--- src/rtl/core/lpsp_pkg.sv ---
package lpsp_pkg;

  localparam int unsigned KindW = 2;
  localparam int unsigned ErrW  = 2;
  localparam int unsigned CfgW  = 32;

  // result kinds
  localparam logic [KindW-1:0] KIND_BYTE  = 2'd0;
  localparam logic [KindW-1:0] KIND_EMPTY = 2'd1;
  localparam logic [KindW-1:0] KIND_ERROR = 2'd2;

  // error codes
  localparam logic [ErrW-1:0] ERR_BAD_CHAR        = 2'd0;
  localparam logic [ErrW-1:0] ERR_TOO_MANY_DIGITS = 2'd1;
  localparam logic [ErrW-1:0] ERR_TOO_LONG        = 2'd2;
  localparam logic [ErrW-1:0] ERR_ENDED_EARLY     = 2'd3;

  localparam logic [7:0] CHAR_COLON = 8'h3A;
  localparam logic [7:0] CHAR_ZERO  = 8'h30;
  localparam logic [7:0] CHAR_NINE  = 8'h39;

  localparam logic [CfgW-1:0] MAX_LENGTH_RESET = 32'hFFFF_FFFF;

  typedef struct packed {
    logic [7:0] data_byte;
    logic       end_mark;
  } item_t;

  typedef struct packed {
    logic [KindW-1:0] kind;
    logic [7:0]       payload_byte;
    logic             last;
    logic [ErrW-1:0]  error_code;
  } result_t;

endpackage

--- src/rtl/core/lpsp_in_reg.sv ---
module lpsp_in_reg
  import lpsp_pkg::*;
(
  input  logic  clk_i,
  input  logic  rst_ni,
  input  logic  in_valid_i,
  output logic  in_ready_o,
  input  item_t item_i,
  output logic  valid_o,
  input  logic  take_i,
  output item_t item_o
);

  logic  valid_q;
  item_t item_q;

  assign in_ready_o = !valid_q || take_i;
  assign valid_o    = valid_q;
  assign item_o     = item_q;

  always_ff @(posedge clk_i or negedge rst_ni) begin
    if (!rst_ni) begin
      valid_q <= 1'b0;
    end else if (in_ready_o) begin
      valid_q <= in_valid_i;
    end
  end

  always_ff @(posedge clk_i) begin
    if (in_valid_i && in_ready_o) begin
      item_q <= item_i;
    end
  end

endmodule

--- src/rtl/core/lpsp_step.sv ---
module lpsp_step
  import lpsp_pkg::*;
#(
  parameter int unsigned MAX_DIGITS  = 21,
  parameter int unsigned LENGTH_BITS = 32
) (
  input  logic            clk_i,
  input  logic            rst_ni,
  input  logic            cfg_we_i,
  input  logic [CfgW-1:0] cfg_max_length_i,
  input  logic            take_i,
  input  item_t           item_i,
  output logic            res_valid_o,
  output result_t         res_o
);

  localparam int unsigned CntW = $clog2(MAX_DIGITS + 1);
  localparam int unsigned CmpW = (LENGTH_BITS > CfgW) ? LENGTH_BITS : CfgW;
  localparam int unsigned ProdW = LENGTH_BITS + 4;

  logic [CfgW-1:0]        max_length_q;
  logic                   in_payload_q, in_payload_d;
  logic [CntW-1:0]        digit_count_q, digit_count_d;
  logic [LENGTH_BITS-1:0] length_accum_q, length_accum_d;
  logic                   length_overflow_q, length_overflow_d;
  logic [LENGTH_BITS-1:0] bytes_remaining_q, bytes_remaining_d;

  logic             is_digit;
  logic [3:0]       digit;
  logic [ProdW-1:0] accum_ext;
  logic [ProdW-1:0] prod;
  logic             too_long;
  logic             fin;

  assign is_digit  = (item_i.data_byte >= CHAR_ZERO) && (item_i.data_byte <= CHAR_NINE);
  assign digit     = 4'(item_i.data_byte - CHAR_ZERO);
  assign accum_ext = ProdW'(length_accum_q);
  // 10*a + d, carried four bits wider so a wrap shows in the top bits
  assign prod      = (accum_ext << 3) + (accum_ext << 1) + ProdW'(digit);
  assign too_long  = length_overflow_q ||
                     (CmpW'(length_accum_q) > CmpW'(max_length_q));
  assign fin       = bytes_remaining_q <= LENGTH_BITS'(1);

  always_comb begin
    in_payload_d      = in_payload_q;
    digit_count_d     = digit_count_q;
    length_accum_d    = length_accum_q;
    length_overflow_d = length_overflow_q;
    bytes_remaining_d = bytes_remaining_q;
    res_valid_o       = 1'b0;
    res_o             = '0;
    if (take_i) begin
      if (item_i.end_mark) begin
        res_valid_o      = 1'b1;
        res_o.kind       = KIND_ERROR;
        res_o.error_code = ERR_ENDED_EARLY;
      end else if (in_payload_q) begin
        res_valid_o        = 1'b1;
        res_o.kind         = KIND_BYTE;
        res_o.payload_byte = item_i.data_byte;
        res_o.last         = fin;
        bytes_remaining_d  = bytes_remaining_q - LENGTH_BITS'(1);
      end else if (item_i.data_byte == CHAR_COLON) begin
        if (too_long) begin
          res_valid_o      = 1'b1;
          res_o.kind       = KIND_ERROR;
          res_o.error_code = ERR_TOO_LONG;
        end else if (length_accum_q == '0) begin
          res_valid_o = 1'b1;
          res_o.kind  = KIND_EMPTY;
          res_o.last  = 1'b1;
        end else begin
          in_payload_d      = 1'b1;
          bytes_remaining_d = length_accum_q;
        end
      end else if (!is_digit) begin
        res_valid_o      = 1'b1;
        res_o.kind       = KIND_ERROR;
        res_o.error_code = ERR_BAD_CHAR;
      end else if (digit_count_q >= CntW'(MAX_DIGITS)) begin
        res_valid_o      = 1'b1;
        res_o.kind       = KIND_ERROR;
        res_o.error_code = ERR_TOO_MANY_DIGITS;
      end else begin
        digit_count_d = digit_count_q + CntW'(1);
        if (!length_overflow_q) begin
          if (prod[ProdW-1:LENGTH_BITS] != '0) begin
            length_overflow_d = 1'b1;
          end else begin
            length_accum_d = prod[LENGTH_BITS-1:0];
          end
        end
      end

      // a result or a colon outside a payload restarts the length digits
      if (res_valid_o || (!in_payload_q && item_i.data_byte == CHAR_COLON)) begin
        digit_count_d     = '0;
        length_accum_d    = '0;
        length_overflow_d = 1'b0;
      end
      if (res_valid_o && !(in_payload_q && !item_i.end_mark && !fin)) begin
        in_payload_d      = 1'b0;
        bytes_remaining_d = '0;
      end
    end
  end

  always_ff @(posedge clk_i or negedge rst_ni) begin
    if (!rst_ni) begin
      max_length_q      <= MAX_LENGTH_RESET;
      in_payload_q      <= 1'b0;
      digit_count_q     <= '0;
      length_accum_q    <= '0;
      length_overflow_q <= 1'b0;
      bytes_remaining_q <= '0;
    end else begin
      if (cfg_we_i) begin
        max_length_q <= cfg_max_length_i;
      end
      in_payload_q      <= in_payload_d;
      digit_count_q     <= digit_count_d;
      length_accum_q    <= length_accum_d;
      length_overflow_q <= length_overflow_d;
      bytes_remaining_q <= bytes_remaining_d;
    end
  end

endmodule

--- src/rtl/core/lpsp_out_reg.sv ---
module lpsp_out_reg
  import lpsp_pkg::*;
(
  input  logic    clk_i,
  input  logic    rst_ni,
  output logic    can_load_o,
  input  logic    load_i,
  input  result_t res_i,
  output logic    out_valid_o,
  input  logic    out_ready_i,
  output result_t res_o
);

  logic    valid_q;
  result_t res_q;

  assign can_load_o  = !valid_q || out_ready_i;
  assign out_valid_o = valid_q;
  assign res_o       = res_q;

  always_ff @(posedge clk_i or negedge rst_ni) begin
    if (!rst_ni) begin
      valid_q <= 1'b0;
    end else if (can_load_o) begin
      valid_q <= load_i;
    end
  end

  always_ff @(posedge clk_i) begin
    if (can_load_o && load_i) begin
      res_q <= res_i;
    end
  end

endmodule

--- src/rtl/core/length_prefixed_string_parser.sv ---
// Bencode byte-string parser: takes one stream word per cycle (decimal length,
// colon, payload) and returns at most one result word per input word: each
// payload byte with last set on the final one, an empty-string result for a
// zero length, or an error (bad character, too many digits, length above
// max_length, end mark on any word). Sustained rate is one word per clock while
// out_ready_i holds; words pass the input register, then the result register,
// with all parsing done by the single step between them. Ready propagates
// combinationally from out_ready_i back to in_ready_o. max_length resets to
// all ones; the user must write it only while the block is idle (unenforced).
module length_prefixed_string_parser
  import lpsp_pkg::*;
#(
  parameter int unsigned MAX_DIGITS  = 21,
  parameter int unsigned LENGTH_BITS = 32
) (
  input  logic             clk_i,
  input  logic             rst_ni,
  input  logic             cfg_valid_i,
  output logic             cfg_ready_o,
  input  logic [CfgW-1:0]  cfg_max_length_i,
  input  logic             in_valid_i,
  output logic             in_ready_o,
  input  logic [7:0]       data_byte_i,
  input  logic             end_mark_i,
  output logic             out_valid_o,
  input  logic             out_ready_i,
  output logic [KindW-1:0] kind_o,
  output logic [7:0]       payload_byte_o,
  output logic             last_o,
  output logic [ErrW-1:0]  error_code_o
);

  item_t   in_item, reg_item;
  logic    reg_valid;
  logic    can_load;
  logic    take;
  logic    res_valid;
  result_t res, out_res;

  assign cfg_ready_o = 1'b1;
  assign in_item     = '{data_byte: data_byte_i, end_mark: end_mark_i};
  assign take        = reg_valid && can_load;

  lpsp_in_reg u_in_reg (
    .clk_i      (clk_i),
    .rst_ni     (rst_ni),
    .in_valid_i (in_valid_i),
    .in_ready_o (in_ready_o),
    .item_i     (in_item),
    .valid_o    (reg_valid),
    .take_i     (take),
    .item_o     (reg_item)
  );

  lpsp_step #(
    .MAX_DIGITS  (MAX_DIGITS),
    .LENGTH_BITS (LENGTH_BITS)
  ) u_step (
    .clk_i            (clk_i),
    .rst_ni           (rst_ni),
    .cfg_we_i         (cfg_valid_i && cfg_ready_o),
    .cfg_max_length_i (cfg_max_length_i),
    .take_i           (take),
    .item_i           (reg_item),
    .res_valid_o      (res_valid),
    .res_o            (res)
  );

  lpsp_out_reg u_out_reg (
    .clk_i       (clk_i),
    .rst_ni      (rst_ni),
    .can_load_o  (can_load),
    .load_i      (res_valid),
    .res_i       (res),
    .out_valid_o (out_valid_o),
    .out_ready_i (out_ready_i),
    .res_o       (out_res)
  );

  assign kind_o         = out_res.kind;
  assign payload_byte_o = out_res.payload_byte;
  assign last_o         = out_res.last;
  assign error_code_o   = out_res.error_code;

endmodule
--- config.mk ---
export PLATFORM = sky130hd
export DESIGN_NAME = length_prefixed_string_parser
export DESIGN_NICKNAME = d
export VERILOG_FILES = /design/src/rtl/core/lpsp_pkg.sv /design/src/rtl/core/lpsp_in_reg.sv /design/src/rtl/core/lpsp_step.sv /design/src/rtl/core/lpsp_out_reg.sv /design/src/rtl/core/length_prefixed_string_parser.sv
export SDC_FILE = /design/constraint.sdc
export NUM_CORES = 1
export LEC_CHECK = 0
export BUFFER_PORTS_ARGS = -buffer_cell sky130_fd_sc_hd__buf_2
export CORE_MARGIN = 8
export CORE_UTILIZATION = 48
export DETAILED_ROUTE_END_ITERATION = 7
export GPL_TIMING_DRIVEN = 0
export MAX_ROUTING_LAYER = met4
export PLACE_DENSITY = 0.65
export SYNTH_ARGS = -nofsm -noshare
export SYNTH_HDL_FRONTEND = slang
export SYNTH_SLANG_ARGS = --single-unit
--- constraint.sdc ---
create_clock -name clk_i -period 3.6 [get_ports clk_i]
set_input_delay 0.36 -clock clk_i [delete_from_list [all_inputs] [get_ports clk_i]]
set_output_delay 0.36 -clock clk_i [all_outputs]
set_load 0.01 [all_outputs]
# After elaboration in Yosys (flattened, before gate mapping)
# Index checks and enable logic that the tools add are counted.
# totals
rom_bits,0
regBits,127
memories,0
out_inout_bits,16
mem_bits_rw,0
word_cells,125
in_bits,46
latchBits,0
# classes
n_bitwise,2
n_addsub,5
n_reduce_logical,29
n_shift,0
muxes,59
n_eq_ne,10
n_div,0
n_mul,0
magnitude_cmp,5
# op_table
operator,n
$mux W32,14
$add A35 B33 Y36,1
$add A36 B4 Y36,1
$gt A32 B32 Y1,1
$le A32 B1 Y1 const B,1
$logic_not A32 Y1,1
$sub A32 B1 Y32 const B,1
$mux W5,6
$mux W1,28
$mux W2,11
$ne A2 B2 Y1 const B,5
$eq A8 B6 Y1 const B,1
$ge A8 B6 Y1 const B,1
$le A8 B6 Y1 const B,1
$logic_and A1 B1 Y1,8
$reduce_and A8 Y1,1
$logic_not A1 Y1,6
$ne A3 B2 Y1 const B,2
$reduce_and A6 Y1,1
$reduce_or A3 Y1,2
$add A5 B1 Y5 const B,1
$ge A5 B5 Y1 const B,1
$reduce_and A5 Y1,1
$logic_or A1 B1 Y1,4
8 further kinds,10

# Depth between registers and ports, before layout
# depth
ltp_word,11
depth_mapped,14
ltp_nobuf,12

# Cells and area by module
# From an unflattened synthesis, not the netlist that was laid out.
# unflattened
cells_unflattened,986
hier_area_um2,9009.9
# modules_own_cells
mod,cells_per_inst,seq_area_each_um2,instances,area_per_inst_um2
lpsp_step,953,2617.5,1,8224.1
lpsp_out_reg,17,415.4,1,444.2
lpsp_in_reg,13,295.3,1,324.1
length_prefixed_string_parser,3,0.0,1,17.5

# Worst setup path after synthesis
# OpenSTA, ideal clock, no wires.
# synth_path
path_type,flip-flop to flip-flop
startpoint,register u_step.length_accum_q[0]
endpoint,register u_step.length_accum_q[20]
period_less_slack_ns,3.307
arrival_time_ns,3.186
n_path_buf,2
required_ns,3.479
path_slack_ns,0.293
setup_ns,0.121
path_stages_with_launch,14
cell_sequence,dfrtp_1 -> inv_1 -> fa_1 -> fa_1 -> nand2b_1 -> a21o_1 -> a211o_1 -> a21boi_0 -> nor2_1 -> o221a_4 -> and3_4 -> buf_6 -> buf_6 -> a22o_1
# synth_between
elab_chain_cells,10
elab_cells_between_ends,29
cone_classes,add/sub: 2; order compare: 1; eq/ne: 6; mux: 14; reduce/logical: 6
# synth_rtl
element,line_no,rtl
from (decl),lpsp_step.sv:24,"logic [LENGTH_BITS-1:0] length_accum_q, length_accum_d;"
from (signal assigned),lpsp_step.sv:122,length_accum_q <= length_accum_d;
"$add A35 B33 Y36, or another cell as far along",lpsp_step.sv:39,assign prod = (accum_ext << 3) + (accum_ext << 1) + ProdW'(digit);
"$add A36 B4 Y36, or another cell as far along",lpsp_step.sv:39,
$mux W32 or $mux W1 (tied branches),"lpsp_step.sv:87, lpsp_step.sv:64",
$mux W32 or $mux W1 (tied branches),"lpsp_step.sv:86, lpsp_step.sv:63",
$mux W32 or $mux W1 (tied branches),"lpsp_step.sv:80, lpsp_step.sv:57",
$mux W32 or $mux W1 (tied branches),"lpsp_step.sv:76, lpsp_step.sv:53",
$mux W32 or $mux W1 (tied branches),"lpsp_step.sv:63, lpsp_step.sv:52",
$mux W32 or $logic_or A1 B1 Y1 (tied branches),"lpsp_step.sv:57, lpsp_step.sv:96",
"$mux W32, or another cell as far along",lpsp_step.sv:53,if (item_i.end_mark) begin
$mux W32 or $reduce_and A8 Y1 (tied branches),-,
# Several ways; a longest one is shown, not always the timed one. The select of a mux whose other input is x is not followed.
# A chain may end at the register's enable or synchronous reset.

# Worst setup path in the final report
# layout_path
startpoint,register u_step.length_accum_q[17]
endpoint,register u_step.length_accum_q[26]
# The elaborated chain is that of the path after synthesis.

==> metrics.txt <==
Pleak=between 5 and 6 nW; achievable frequency=around 280 MHz; syn nets=1,048; Worst R2R Path Depth=13; Post-Synth Adder-Cell Area=roughly 15%; post-synth top area share=a little over a fifth; vias in the first global route=between 7,000 and 8,000; TritonCTS sink count=roughly 130; Seq/Total Area, Yosys=approximately two fifths; Synth area leader=dfrtp_1; RSZ-0062 raised after global routing=true; Final setup viols=0; post-synthesis cell count=around 900; CTS Root Cell=clkbuf_16; outcome=finished clean; layout overhead on the synthesized area=19.8%; Core Util, Final=between 50% and 60%; CTS tree=yes; Worst Setup SP=u_step.length_accum_q[17]; Tightest Hold Check Type=in2reg; via count=slightly above 7,000; maximum VDD drop=approximately 360 µV; Routed Antenna Nets=0; crit path time final=3550 ps; Power Total=~3.6 mW; Post-route DRC=0; FF+latch count, synth=127; fin. max-slew vios=0; Max Buffers Root-to-Sink=2; synth unique cells=76; mapped cell area=roughly 8600 µm²; Synth Area in Simple Gates=between 10% and 20%; Final Cell Area=10,400 µm²; Worst Hold Slack=~110 ps; Core Area=17,800 µm²; worst hold stages=1; largest net degree at the start of global routing=65; Net count, final=about 1,200; top cells by count, synth=ha_1 (99), dfrtp_1 (73), nand2_1 (71), o21ai_0 (66), nor2_1 (61); TritonCTS Buffers=17; final worst setup slack=a little over 50 ps; initial core utilization=approximately 48%; Top FF cell, synth=dfrtp_1; Vias/cell=between 5 and 6; IO Pins=just over 60; grt total ovfl=0; ranking of synthesized cells by area=dfrtp_1 (21%), ha_1 (14%), dfstp_2 (9.7%); crit start category=flop; gpl congestion=0.912; number of flops mapped to enable cells by yosys=22; Crit-path slowest cell=or4_4; yosys warns=0; Row Count=49; Total GRT Usage=a little over a fifth; clock-pin slew on the worst setup and hold paths=about 60 ps; first-pass GRT wire length=around 37,000 µm; placed insts=roughly 1,200; worst-path cell chain=buf_4 -> ha_4 -> ha_4 -> nand4_1 -> or4_4 -> a211oi_4 -> o31ai_2 -> and3_1 -> o221a_4 -> and3_4 -> buf_6 -> buf_6 -> a22o_1; clk_lat worst skew=roughly 420 ps; Ant. Diodes=0; pre-CTS setup slack=-465 ps; Crit path largest cell delay=570 ps; die height=between 150 and 200 µm; Setup CP Type=reg2reg; antenna violations before repair=0; synthesized area per cell=between 9 and 10 µm²; Reg-to-Reg End=u_step.length_accum_q[26]; WL final=22,600 µm; period utilization=a little over nine tenths; H-tree Lvls=4; crit path max fanout=10; DRT Pass-1 Iters=5; final hold vios=0; Post-Route Setup TNS=0 ps; mux share of post-synthesis cell area=0.246%; clk_skew=approximately 10 ps; Max-cap violations=0; Finished Layout Cells=1,249; Iteration-0 DRC Markers=between 400 and 500; area of the die=22,600 µm²; layout cell share with drive strength beyond 1=around 22%; placed instance area=9270 µm²; most common cell in the netlist=ha_1; IO Port Bufs=just under 60; Synth Area in XOR/XNOR=approximately 4.7%; post-synthesis compound-gate area fraction=between 20% and 30%; Reg2Reg Setup Slack=between 50 and 60 ps; crit path to=u_step.length_accum_q[26]; dpl hpwl=16,700 µm; worst slew pin tran=~840 ps; Synth async-reset ratio=82.7%; Reg-to-Reg Start=u_step.length_accum_q[17]; PwrDens=about 350 nW/µm²; largest family of logic cells by synthesized area=compound AO/OA/AOI/OAI gates; WP data required=between 3000 and 4000 ps; relative slew slack=roughly 43%; endpoint class of the critical path=flop; die width=approximately 150 µm; WL/cell=18.1 µm; critical path arrival=just under 4000 ps
[worst min-delay path by stage]
stage | to | from | slack [ps]
5_1_grt | u_in_reg.item_o[5] | data_byte_i[4] | 90
4_1_cts | u_in_reg.item_o[6] | data_byte_i[5] | 90
2_1_floorplan | u_in_reg.valid_o | rst_ni | 60
3_5_place_dp | u_step.bytes_remaining_q[30] | rst_ni | 400
3_3_place_gp | u_step.digit_count_q[4] | u_step.digit_count_q[4] | 480
6_report | u_in_reg.item_o[5] | data_byte_i[4] | 110
[layout by cell type, fill, tap and decap left out, types with 22 or more instances in the layout]
cell / n
inv_1: 53
buf_2: 60
buf_4: 33
xnor2_1: 28
edfxtp_1: 22
ha_1: 85
o21ai_0: 64
a21oi_1: 49
dfrtp_1: 55
nor2_1: 61
a22o_1: 41
a21o_1: 29
nand2_1: 70
dfstp_2: 32
[logic make-up (layout without fill, tap and decap cells)]
family,after synthesis,in the layout
AO/OA/AOI/OAI,276,276
AND/OR/NAND/NOR,262,262
flip-flops,127,127
adder cells (fa/ha/maj),101,101
buffers and inverters,86,205
XOR/XNOR,46,46
multiplexers,2,2
other,1,1
[metal layers]
metal  GRT usage, %  vias up  part of all wire [%]
met1           27.3     3473                    46
li1               -     3592                     -
met3           3.43       37                   3.9
met2           34.0      153                    48
met5              -        -                     0
met4           6.55        0                   2.0
[critical path, delay by kind of cell (launching register included)]
family / cells / cell delay, ps
buffers and inverters: 3 / 440
adder cells (fa/ha/maj): 2 / 530
AND/OR/NAND/NOR: 4 / 1120
AO/OA/AOI/OAI: 4 / 870
flip-flops: 1 / 460
[sequential cells by signal (all words and copies together), names as in the netlist]
name                      cells
u_step.length_overflow_q      1
u_step.in_payload_q           1
u_out_reg.out_valid_o         1
u_in_reg.valid_o              1
u_step.length_accum_q        32
u_in_reg.item_o               9
u_step.max_length_q          32
u_step.digit_count_q          5
u_out_reg.res_o              13
u_step.bytes_remaining_q     32
[layout make-up]
type / count / area, µm²
Clock inverter: 15 / 176
Fill cell: 1577 / 7490
Sequential cell: 127 / 3350
Buffer: 30 / 168
Timing Repair Buffer: 87 / 531
Tap cell: 229 / 287
Multi-Input combinational cell: 688 / 5210
Clock buffer: 17 / 425
Inverter: 56 / 210
[report_power, final]
| group | total [mW] | internal, mW | switching, mW |
|---|---|---|---|
| Sequential | 1.56 | 1.54 | 0.0189 |
| Clock | 1.77 | 1.04 | 0.723 |
| Combinational | 0.273 | 0.0941 | 0.179 |
[repair_timing]
item | in CTS | in global routing
hold buffers | 1 | 0
pin swaps | 4 | 9
buffers inserted | 4 | 21
resized for setup | 30 | 40
endpoints found under the hold margin | 33 | 0
endpoints found under the setup margin | 56 | 51
Note: power is estimated with default switching activity, not from simulation.
